===== src/design/ta2_pkg.sv =====
// ----------------------------------------------------------------------------
// ta2_pkg
// Shared types, constants and the arctangent table for the two-argument
// arctangent pipeline.
// ----------------------------------------------------------------------------
`default_nettype none

package ta2_pkg;

  // widths of the datapath
  localparam int InW    = 16;  // input component width
  localparam int MagW   = 17;  // magnitude width, holds 32768
  localparam int QuoW   = 9;   // ratio 0..256
  localparam int LutW   = 10;  // table values up to 785
  localparam int AngleW = 14;  // result width

  // quotient bits resolved in each divider stage
  localparam int DivStepsPerStage = 3;

  // angle constants in milliradians
  localparam logic signed [AngleW-1:0] HalfPiMrad = 14'sd1571;
  localparam logic signed [AngleW-1:0] PiMrad     = 14'sd3142;
  localparam logic signed [AngleW-1:0] TwoPiMrad  = 14'sd6283;

  // per-item side information that rides along the pipeline
  typedef struct packed {
    logic swap;    // |y| > |x|, ratio taken on x/y
    logic x_neg;
    logic y_neg;
    logic x_zero;
    logic y_zero;
  } ta2_flags_t;

  // arctangent of k/16 for k = 0..16, in milliradians
  function automatic logic [LutW-1:0] lut_entry(input logic [4:0] idx);
    logic [LutW-1:0] val;
    unique case (idx)
      5'd0:    val = 10'd0;
      5'd1:    val = 10'd62;
      5'd2:    val = 10'd124;
      5'd3:    val = 10'd185;
      5'd4:    val = 10'd245;
      5'd5:    val = 10'd303;
      5'd6:    val = 10'd359;
      5'd7:    val = 10'd412;
      5'd8:    val = 10'd464;
      5'd9:    val = 10'd512;
      5'd10:   val = 10'd559;
      5'd11:   val = 10'd602;
      5'd12:   val = 10'd644;
      5'd13:   val = 10'd682;
      5'd14:   val = 10'd719;
      5'd15:   val = 10'd753;
      default: val = 10'd785;
    endcase
    return val;
  endfunction

endpackage

`default_nettype wire


===== src/design/ta2_prep.sv =====
// ----------------------------------------------------------------------------
// ta2_prep
// Input stage: takes magnitudes, orders them into dividend and divisor and
// captures the sign and zero flags.
// ----------------------------------------------------------------------------
`default_nettype none

module ta2_prep
  import ta2_pkg::*;
(
  input  wire logic                   clk_i,
  input  wire logic                   rst_ni,
  input  wire logic                   en_i,
  input  wire logic                   valid_i,
  input  wire logic signed [InW-1:0]  y_value_i,
  input  wire logic signed [InW-1:0]  x_value_i,
  output logic                        valid_o,
  output logic [MagW-1:0]             rem_o,
  output logic [MagW-1:0]             den_o,
  output ta2_flags_t                  flags_o
);

  logic             valid_q;
  logic [MagW-1:0]  rem_q, rem_d;
  logic [MagW-1:0]  den_q, den_d;
  ta2_flags_t       flags_q, flags_d;
  logic [MagW-1:0]  ay, ax;

  // take magnitudes at full width so -32768 maps to 32768
  always_comb begin
    ay = y_value_i[InW-1] ? (MagW'(0) - {1'b1, y_value_i}) : {1'b0, y_value_i};
    ax = x_value_i[InW-1] ? (MagW'(0) - {1'b1, x_value_i}) : {1'b0, x_value_i};
  end

  // order the pair so the smaller magnitude is divided by the larger
  always_comb begin
    flags_d.swap   = (ay > ax);
    flags_d.x_neg  = x_value_i[InW-1];
    flags_d.y_neg  = y_value_i[InW-1];
    flags_d.x_zero = (x_value_i == '0);
    flags_d.y_zero = (y_value_i == '0);
    rem_d = flags_d.swap ? ax : ay;
    den_d = flags_d.swap ? ay : ax;
  end

  // advance valid bit
  always_ff @(posedge clk_i or negedge rst_ni) begin
    if (!rst_ni) begin
      valid_q <= 1'b0;
    end else if (en_i) begin
      valid_q <= valid_i;
    end
  end

  // hold payload while stalled
  always_ff @(posedge clk_i) begin
    if (en_i) begin
      rem_q   <= rem_d;
      den_q   <= den_d;
      flags_q <= flags_d;
    end
  end

  assign valid_o = valid_q;
  assign rem_o   = rem_q;
  assign den_o   = den_q;
  assign flags_o = flags_q;

endmodule

`default_nettype wire


===== src/design/ta2_div_stage.sv =====
// ----------------------------------------------------------------------------
// ta2_div_stage
// One stage of the restoring divider: resolves a few quotient bits of
// (small * 256) / large and registers the partial remainder.
// ----------------------------------------------------------------------------
`default_nettype none

module ta2_div_stage
  import ta2_pkg::*;
#(
  parameter bit First = 1'b0  // first stage: no shift before the leading step
) (
  input  wire logic             clk_i,
  input  wire logic             rst_ni,
  input  wire logic             en_i,
  input  wire logic             valid_i,
  input  wire logic [MagW-1:0]  rem_i,
  input  wire logic [MagW-1:0]  den_i,
  input  wire logic [QuoW-1:0]  quo_i,
  input  wire ta2_flags_t       flags_i,
  output logic                  valid_o,
  output logic [MagW-1:0]       rem_o,
  output logic [MagW-1:0]       den_o,
  output logic [QuoW-1:0]       quo_o,
  output ta2_flags_t            flags_o
);

  logic             valid_q;
  logic [MagW-1:0]  rem_q, rem_d;
  logic [MagW-1:0]  den_q;
  logic [QuoW-1:0]  quo_q, quo_d;
  ta2_flags_t       flags_q;

  // compare and subtract; remainder stays below the divisor, so the shift fits
  always_comb begin
    rem_d = rem_i;
    quo_d = quo_i;
    for (int s = 0; s < DivStepsPerStage; s++) begin
      if (!(First && (s == 0))) begin
        rem_d = {rem_d[MagW-2:0], 1'b0};
      end
      if (rem_d >= den_i) begin
        rem_d = rem_d - den_i;
        quo_d = {quo_d[QuoW-2:0], 1'b1};
      end else begin
        quo_d = {quo_d[QuoW-2:0], 1'b0};
      end
    end
  end

  // advance valid bit
  always_ff @(posedge clk_i or negedge rst_ni) begin
    if (!rst_ni) begin
      valid_q <= 1'b0;
    end else if (en_i) begin
      valid_q <= valid_i;
    end
  end

  // hold payload while stalled
  always_ff @(posedge clk_i) begin
    if (en_i) begin
      rem_q   <= rem_d;
      den_q   <= den_i;
      quo_q   <= quo_d;
      flags_q <= flags_i;
    end
  end

  assign valid_o = valid_q;
  assign rem_o   = rem_q;
  assign den_o   = den_q;
  assign quo_o   = quo_q;
  assign flags_o = flags_q;

endmodule

`default_nettype wire


===== src/design/ta2_angle.sv =====
// ----------------------------------------------------------------------------
// ta2_angle
// Table lookup with linear interpolation, then octant and quadrant folding
// into the output register.
// ----------------------------------------------------------------------------
`default_nettype none

module ta2_angle
  import ta2_pkg::*;
(
  input  wire logic                    clk_i,
  input  wire logic                    rst_ni,
  input  wire logic                    en_i,
  input  wire logic                    valid_i,
  input  wire logic [QuoW-1:0]         quo_i,
  input  wire ta2_flags_t              flags_i,
  output logic                         valid_o,
  output logic signed [AngleW-1:0]     angle_o
);

  logic                     lut_valid_q;
  logic [LutW-1:0]          lut_q, lut_d;
  ta2_flags_t               lut_flags_q;
  logic                     out_valid_q;
  logic signed [AngleW-1:0] angle_q, angle_d;

  logic [4:0]       idx;
  logic [3:0]       frac;
  logic [LutW-1:0]  lo, hi, diff;
  logic [LutW-1:0]  prod;
  logic signed [AngleW-1:0] oct;

  // angle within the first quadrant
  function automatic logic signed [AngleW-1:0] lut_q_ext(input logic swap,
                                                        input logic [LutW-1:0] v);
    logic signed [AngleW-1:0] ext;
    ext = $signed({{(AngleW-LutW){1'b0}}, v});
    return swap ? (HalfPiMrad - ext) : ext;
  endfunction

  // interpolate between neighbors; at ratio 256 the fraction is zero
  always_comb begin
    idx   = quo_i[QuoW-1:4];
    frac  = quo_i[3:0];
    lo    = lut_entry(idx);
    hi    = lut_entry(idx + 5'd1);
    diff  = hi - lo;
    prod  = LutW'(diff[5:0] * frac);
    lut_d = lo + LutW'(prod[LutW-1:4]);
  end

  // fold into the full circle, axes first
  always_comb begin
    oct = lut_q_ext(lut_flags_q.swap, lut_q);
    priority if (lut_flags_q.x_zero) begin
      angle_d = lut_flags_q.y_neg ? -HalfPiMrad : HalfPiMrad;
    end else if (lut_flags_q.y_zero) begin
      angle_d = lut_flags_q.x_neg ? PiMrad : '0;
    end else if (lut_flags_q.x_neg) begin
      angle_d = lut_flags_q.y_neg ? (PiMrad + oct) : (PiMrad - oct);
    end else if (lut_flags_q.y_neg) begin
      angle_d = TwoPiMrad - oct;
    end else begin
      angle_d = oct;
    end
  end

  // advance valid bits
  always_ff @(posedge clk_i or negedge rst_ni) begin
    if (!rst_ni) begin
      lut_valid_q <= 1'b0;
      out_valid_q <= 1'b0;
    end else if (en_i) begin
      lut_valid_q <= valid_i;
      out_valid_q <= lut_valid_q;
    end
  end

  // hold payload while stalled
  always_ff @(posedge clk_i) begin
    if (en_i) begin
      lut_q       <= lut_d;
      lut_flags_q <= flags_i;
      angle_q     <= angle_d;
    end
  end

  assign valid_o = out_valid_q;
  assign angle_o = angle_q;

endmodule

`default_nettype wire


===== src/design/table_arctangent_two_arg.sv =====
// ----------------------------------------------------------------------------
// table_arctangent_two_arg
// Two-argument arctangent in milliradians: pipelined ratio divider, 17-entry
// table with linear interpolation, quadrant folding to 0..2pi; -pi/2 at x=0,y<0.
// ----------------------------------------------------------------------------
//
//   channel | handshake              | payload
//   --------+------------------------+---------------------------------
//   in      | in_valid_i / in_ready_o  | y_value_i, x_value_i (s16)
//   out     | out_valid_o / out_ready_i| angle_mrad_o (s14)
//
// One pair enters per cycle unless the output is held; six register stages
// deep: prep, divider stages u_div0 to u_div2, table lookup and output fold.
// The divider resolves nine quotient bits, three per stage.
// Reset clears only the valid bits; no table or memory needs filling.
// A stall on the output freezes every stage at once; nothing is dropped.
//
`default_nettype none

module table_arctangent_two_arg
  import ta2_pkg::*;
(
  input  wire logic                  clk_i,
  input  wire logic                  rst_ni,
  input  wire logic                  in_valid_i,
  output logic                       in_ready_o,
  input  wire logic signed [InW-1:0] y_value_i,
  input  wire logic signed [InW-1:0] x_value_i,
  output logic                       out_valid_o,
  input  wire logic                  out_ready_i,
  output logic signed [AngleW-1:0]   angle_mrad_o
);

  logic en;

  logic             p_valid, d1_valid, d2_valid, d3_valid;
  logic [MagW-1:0]  p_rem, d1_rem, d2_rem, d3_rem;
  logic [MagW-1:0]  p_den, d1_den, d2_den, d3_den;
  logic [QuoW-1:0]  d1_quo, d2_quo, d3_quo;
  ta2_flags_t       p_flags, d1_flags, d2_flags, d3_flags;

  // advance the whole pipe unless the output beat is held
  assign en         = !out_valid_o || out_ready_i;
  assign in_ready_o = en;

  ta2_prep u_prep (
    .clk_i     (clk_i),
    .rst_ni    (rst_ni),
    .en_i      (en),
    .valid_i   (in_valid_i),
    .y_value_i (y_value_i),
    .x_value_i (x_value_i),
    .valid_o   (p_valid),
    .rem_o     (p_rem),
    .den_o     (p_den),
    .flags_o   (p_flags)
  );

  ta2_div_stage #(.First(1'b1)) u_div0 (
    .clk_i   (clk_i),
    .rst_ni  (rst_ni),
    .en_i    (en),
    .valid_i (p_valid),
    .rem_i   (p_rem),
    .den_i   (p_den),
    .quo_i   ('0),
    .flags_i (p_flags),
    .valid_o (d1_valid),
    .rem_o   (d1_rem),
    .den_o   (d1_den),
    .quo_o   (d1_quo),
    .flags_o (d1_flags)
  );

  ta2_div_stage #(.First(1'b0)) u_div1 (
    .clk_i   (clk_i),
    .rst_ni  (rst_ni),
    .en_i    (en),
    .valid_i (d1_valid),
    .rem_i   (d1_rem),
    .den_i   (d1_den),
    .quo_i   (d1_quo),
    .flags_i (d1_flags),
    .valid_o (d2_valid),
    .rem_o   (d2_rem),
    .den_o   (d2_den),
    .quo_o   (d2_quo),
    .flags_o (d2_flags)
  );

  ta2_div_stage #(.First(1'b0)) u_div2 (
    .clk_i   (clk_i),
    .rst_ni  (rst_ni),
    .en_i    (en),
    .valid_i (d2_valid),
    .rem_i   (d2_rem),
    .den_i   (d2_den),
    .quo_i   (d2_quo),
    .flags_i (d2_flags),
    .valid_o (d3_valid),
    .rem_o   (d3_rem),
    .den_o   (d3_den),
    .quo_o   (d3_quo),
    .flags_o (d3_flags)
  );

  ta2_angle u_angle (
    .clk_i   (clk_i),
    .rst_ni  (rst_ni),
    .en_i    (en),
    .valid_i (d3_valid),
    .quo_i   (d3_quo),
    .flags_i (d3_flags),
    .valid_o (out_valid_o),
    .angle_o (angle_mrad_o)
  );

  // ratio of smaller to larger magnitude never exceeds 256 on a live item with nonzero x
  assert property (@(posedge clk_i) disable iff (!rst_ni)
    (d3_valid && !d3_flags.x_zero) |-> (d3_quo <= 9'd256))
    else $error("divider ratio out of range");

  // results stay inside 0..2pi, or negative half pi on the lower y axis
  assert property (@(posedge clk_i) disable iff (!rst_ni)
    out_valid_o |-> ((angle_mrad_o >= 14'sd0 && angle_mrad_o <= TwoPiMrad) ||
                     (angle_mrad_o == -HalfPiMrad)))
    else $error("angle out of range");

  // a held output freezes the divider stages too
  assert property (@(posedge clk_i) disable iff (!rst_ni)
    !en |=> ($stable(d3_quo) && $stable(d3_valid) && $stable(d2_rem)))
    else $error("pipeline moved during stall");

  // remainder stays below the divisor after division stages two and three, x nonzero
  assert property (@(posedge clk_i) disable iff (!rst_ni)
    (d2_valid && !d2_flags.x_zero) |-> (d2_rem < d2_den))
    else $error("partial remainder not reduced");

  assert property (@(posedge clk_i) disable iff (!rst_ni)
    (d3_valid && !d3_flags.x_zero) |-> (d3_rem < d3_den))
    else $error("final remainder not reduced");

endmodule

`default_nettype wire

===== config.mk =====
export PLATFORM = sky130hd
export DESIGN_NAME = table_arctangent_two_arg
export DESIGN_NICKNAME = d
export VERILOG_FILES = /design/src/design/ta2_pkg.sv /design/src/design/ta2_prep.sv /design/src/design/ta2_div_stage.sv /design/src/design/ta2_angle.sv /design/src/design/table_arctangent_two_arg.sv
export SDC_FILE = /design/constraint.sdc
export NUM_CORES = 1
export LEC_CHECK = 0
export BUFFER_PORTS_ARGS = -buffer_cell sky130_fd_sc_hd__buf_2
export CORE_UTILIZATION = 35
export DETAILED_ROUTE_END_ITERATION = 8
export PLACE_DENSITY_LB_ADDON = 0.3
export SETUP_SLACK_MARGIN = 0.2
export SYNTH_ARGS = -nofsm -noshare
export SYNTH_HDL_FRONTEND = slang
export SYNTH_SLANG_ARGS = --single-unit

===== constraint.sdc =====
create_clock -name clk_i -period 8.6 [get_ports clk_i]
set_input_delay 1.72 -clock clk_i [delete_from_list [all_inputs] [get_ports clk_i]]
set_output_delay 1.72 -clock clk_i [all_outputs]
set_load 0.05 [all_outputs]

# After elaboration in Yosys (flattened, before gate mapping)
# Memories as Yosys holds them, arrays and structs flattened. A register that Yosys moved wholly into a read port is not among the register bits.
# Cells that the tools add are included.
# classes
magnitude_cmp	10
addsub	17
n_reduce_logical	4
mul	1
mux	32
# ops
operator	n
>= comparator 17 bit	9
two-way mux 16 bit	8
subtractor 16 bit	8
two-way mux 14 bit	7
two-way mux 17 bit	4
subtractor 1 x 17 -> 17 bit (first input constant)	2
logical NOT 16 bit	2
greater-than comparator 17 bit	1
adder 13 x 14 -> 14 bit (first input constant)	1
subtractor 13 x 14 -> 14 bit (first input constant)	1
subtractor 14 bit (first input constant)	1
two-way mux 12 bit	1
subtractor 11 x 10 -> 12 bit (first input constant)	1
adder 10 x 6 -> 10 bit	1
multiplier 6 x 4 -> 10 bit	1
two-way mux 10 bit	1
two-way mux 1 bit	9
two-way mux 6 bit	1
subtractor 6 bit	1
adder 5 x 1 -> 5 bit (second input constant)	1
two-way mux 4 bit	1
logical NOT 1 bit	1
logical OR 1 bit	1
# word_totals
inputBits	36
rom_bits	320
output_inout_bits	16
reg_bits	173
mem_count	2
wordCells	110
# memory_table
memory	depth	word_bits	rd	rd_ports_with_merged_regs	wr	line_no	text
(name not given)	16	10	1	1	0	ta2_pkg.sv:37	unique case (idx)
(name not given)	16	10	1	0	0	ta2_pkg.sv:37	

# Logic depth before layout (Yosys ltp)
# logic_depth
depth_word	7
depth_mapped	35
ltp_nobuf	31

# Modules after synthesis
# From an unflattened synthesis, not the netlist that was laid out.
# hier_totals
cells_unflattened	1998
area_unflattened_um2	19640.1
# modules_own_cells
mod	cells_each	n_inst	area_each_um2	seq_area_each_um2
ta2_div_stage (u_div1 ...)	450	2	4398.0	1466.4
ta2_div_stage (u_div0)	435	1	4421.7	1466.4
ta2_angle	430	1	3768.6	920.9
ta2_prep	231	1	2643.8	1196.1
table_arctangent_two_arg	2	1	10.0	0.0

# Worst setup path before layout
# Ideal clock, no wire load.
# synth_timing
path_kind	input to register
startpoint	input port out_ready_i
endpoint	register with a tool-made name
path_slack_ps	-602
stages	6
setup_time_ps	106
t_required_ps	8494
arrival_ps	9096
path_cell_list	nand2b_1 > clkbuf_1 > clkbuf_1 > a21oi_1 > ha_1 > o311ai_0
# synth_lines
item	line_no	text
from (decl)	table_arctangent_two_arg.sv:30	input wire logic out_ready_i,

# Worst setup path in the final report
# layout_timing
startpoint	register u_div0.den_q[1] (netlist: u_div0.den_o[1])
endpoint	register u_div1.rem_q[3] (netlist: u_div1.rem_o[3]) (data pin)
# layout_via
elab_chain_cells	6
word_cells_on_any_way	9
# layout_rtl
item	line_no	text
from (decl)	ta2_div_stage.sv:30	logic [MagW-1:0] den_q;
from (signal assigned)	ta2_div_stage.sv:64	den_q <= den_i;
subtractor 16 bit / >= comparator 17 bit (equally long branches)	ta2_div_stage.sv:43, ta2_div_stage.sv:42	
two-way mux 16 bit	ta2_div_stage.sv:42	if (rem_d >= den_i) begin
subtractor 16 bit / >= comparator 17 bit (equally long branches)	ta2_div_stage.sv:43, ta2_div_stage.sv:42	
two-way mux 16 bit	ta2_div_stage.sv:42	
subtractor 16 bit / >= comparator 17 bit (equally long branches)	ta2_div_stage.sv:43, ta2_div_stage.sv:42	
two-way mux 16 bit *	ta2_div_stage.sv:42	
net u_div1.rem_d[3]	ta2_div_stage.sv:29	logic [MagW-1:0] rem_q, rem_d;
to (signal assigned)	ta2_div_stage.sv:63	rem_q <= rem_d;
to (decl)	ta2_div_stage.sv:29	
# Mark *: on every way through the listed nets, which the timed path passes. The rest lies on a longest branch.
# A chain may end at the register's enable or synchronous reset.

==> key figures <==
Detailed routing
  – Routed WL: 44830 um
  – Uppermost routed layer: met4
  – Initial DRT Pass Iterations: 6
  – DR vias/cell: 5.427
  – ANT nets after route: 0
  – Routed WL per cell: 17.39 um
  – Met2 routed WL: 20620 um
  – M1 wire length: 21310 um
  – Vias: approximately 14000
  – Drt initial violations: 907
  – DR WL met3: 1962 um
  – DRC viols: 0

Min path
  – WHS Endpoint: u_angle.lut_flags_q[0]
  – Hold crit path type: register to register
  – Critical hold path startpoint: u_div2.flags_o[0]
  – WHS Path Cells: 0

Synth
  – Top cells by area, synth: edfxtp_1, ha_1, xnor2_1
  – Cell variety after synth: 88
  – Mapped Cells: 1867
  – Synth Cell Area: 17380 um^2
  – Yosys top cell by area: edfxtp_1
  – Post-synth EDFFs: 167
  – Sequential area share after synthesis: 30.87%
  – Async S/R FF share, synth: 3.279%
  – Syn Area/Cell: 9.309 um^2
  – Synth warnings: 0
  – Post-synth top flop: edfxtp_1
  – Top cell type's share of synthesized area: slightly below 30%
  – Synth Register Bits: 183

Final layout
  – Highest-count cells in the layout ignoring fill and taps: ha_1, edfxtp_1, inv_1
  – Fraction of layout cells with a size suffix above 1: 9.875%
  – Finished Cell Area: 18980 um^2
  – Layout Utilization: 38.78%
  – Nets: 2159
  – Commonest non-fill, non-tap cell in the layout: ha_1
  – Synth-to-Final Area Change: 9.237%
  – Ant diodes: 0

GRT
  – GRT Overall Usage: 17.95%
  – Vias in the first global route: 13730
  – Largest net degree at the start of global routing: 77
  – Initial antenna violation count: 0
  – Total grt overflow: 0
  – First-pass GRT wire length: ~72000 um

Clock tree
  – Hold-fix buffers, CTS: 0
  – Root Buffer: clkbuf_16
  – CTS H-Tree Depth: 4
  – Clk_lat worst skew: 450 ps
  – Clock sink count: 183
  – Clk buf depth: 2
  – TritonCTS clock tree: built
  – Clk slew on worst S/H paths: 80 ps
  – CTS Buf Count: 17

Setup path
  – Crit-path slowest cell: edfxtp_1
  – Worst endpoint data arrival time: 8060 ps
  – CP Max Fanout: 17
  – Worst Reg-to-Reg Cells: 32
  – R2r startpoint: u_div0.den_o[1]
  – RR Endpoint: u_div1.rem_o[3]
  – Critical path type: register to register
  – Most frequent CP cell: nand2_1
  – Critical path's largest stage delay: 550 ps
  – Worst reg-to-reg setup slack: 740 ps
  – WP data required: about 8800 ps
  – CP Capture Type: register
  – Startpoint types: register

Die
  – Die Ht: 224.8 um
  – Core ar.: a little under 50000 um^2
  – Die Width: 224.8 um
  – FP Rows: 81
  – Die ar.: 50550 um^2
  – IO Count: 52
  – Initial Util: a little over a third

Place
  – Port Buffers: 51
  – Placed Area: 18340 um^2
  – DP HPWL: 36450 um
  – Routability cong.: between 0.9 and 1

Timing
  – Final slew viol count: 0
  – Achievable Freq: 0.1272 GHz
  – Final worst-path cycle share: 91.41%
  – Hold WS: 424.2 ps
  – Max-slew headroom: between 20% and 30%
  – Final Hold Viols: 0
  – Setup-failing EPs final: 0
  – Actual slew at the worst max-slew pin: 1075 ps
  – Worst Skew: 13.77 ps
  – RSZ-0062 raised after global routing: false
  – Final min period: 7862 ps
  – Setup TNS: 0 ps

Flow run
  – # Max-Cap Violations: 0

Status
  – Status: finished clean
-- timing repair --
item                                    in CTS  in global routing
gates resized for setup                      0                  5
setup buffers                                0                  1
endpoints found under the setup margin       0                 28
-- worst max-delay path, delay by kind of cell (launching register included) --
family | cells | cell delay (ps)
AOI/OAI and AO/OA | 6 | 1950
adders and majority gates | 4 | 1240
buffers and inverters | 8 | 1280
DFF | 1 | 550
muxes | 2 | 750
and+or+nand+nor | 12 | 1820
-- state kept, by name, indices dropped and copies added (netlist names), 6 cells and up, named ones only --
signal	cells
u_angle.angle_o	14
u_angle.lut_q	10
u_div0.den_o	17
u_div0.rem_o	16
u_div1.den_o	17
u_div1.quo_o	6
u_div1.rem_o	16
u_div2.quo_o	9
u_prep.den_o	17
u_prep.rem_o	17
-- cell type report --
type | count | area (um^2)
inverters | 144 | 544.3
well taps | 664 | 830.8
clock buffers | 17 | 425.4
fillers | 4843 | 29970
repair buffers | 58 | 307.8
multi-input cells | 1497 | 11310
clock inverters | 15 | 197.7
flip-flops and latches | 183 | 5365
-- cells in the mapped netlist (all sizes together) (11+ instances only) --
cell type and count:
a211oi 19, a21o 45, a21oi 128, a31oi 31
and2 19, buf 17, clkbuf 28, edfxtp 167
fa 13, ha 209, inv 143, mux2 67
mux2i 43, nand2 120, nand2b 24, nand3 47
nand4 19, nor2 128, nor2b 23, nor3 38
o211ai 22, o21a 26, o21ai 93, o21bai 22
o31ai 23, or2 17, or3 11, xnor2 98
xor2 68
-- kinds of logic after synthesis --
kind of cell    synth area share (%)
compound gates                 19.11
simple gates                   13.89
fa+ha+maj                      16.66
buf+inv                        4.205
flops                          30.87
xor+xnor                       8.409
mux                            6.818
other cells                  0.04321
-- routing by layer --
metal	vias up	track usage, %
li1	6968	-
met1	6687	24.34
met2	288	28.94
met3	48	3.148
met4	0	5.552
met5	-	0
-- how the worst max path moves through the flow --
stage	startpoint	endpoint	slack, ps	depth (start not counted)
3_3_place_gp	u_div0.den_o[1]	u_div1.rem_o[12]	740	33
3_5_place_dp	u_div0.den_o[1]	u_div1.rem_o[11]	620	32
4_1_cts	u_div0.den_o[1]	u_div1.rem_o[11]	570	32
5_1_grt	u_div1.den_o[1]	u_div2.quo_o[0]	260	25
6_report	u_div0.den_o[1]	u_div1.rem_o[3]	740	32
2_1_floorplan	u_prep.den_o[1]	u_div0.rem_o[10]	1950	27
-- stage by stage --
| stage | std cells | worst slack (ps) |
|---|---|---|
| 3_5_place_dp | 2545 | 621.2 |
| 2_1_floorplan | 1869 | 1953 |
| 4_1_cts | 2577 | 567.0 |
| 5_1_grt | 2578 | 261.1 |
| 3_3_place_gp | 2545 | 738.9 |
| 6_report | 2578 | 738.5 |
Power is left out: the tool's default activity adds up to more than one toggle a clock period on the data nets, which glitch-free logic cannot reach.
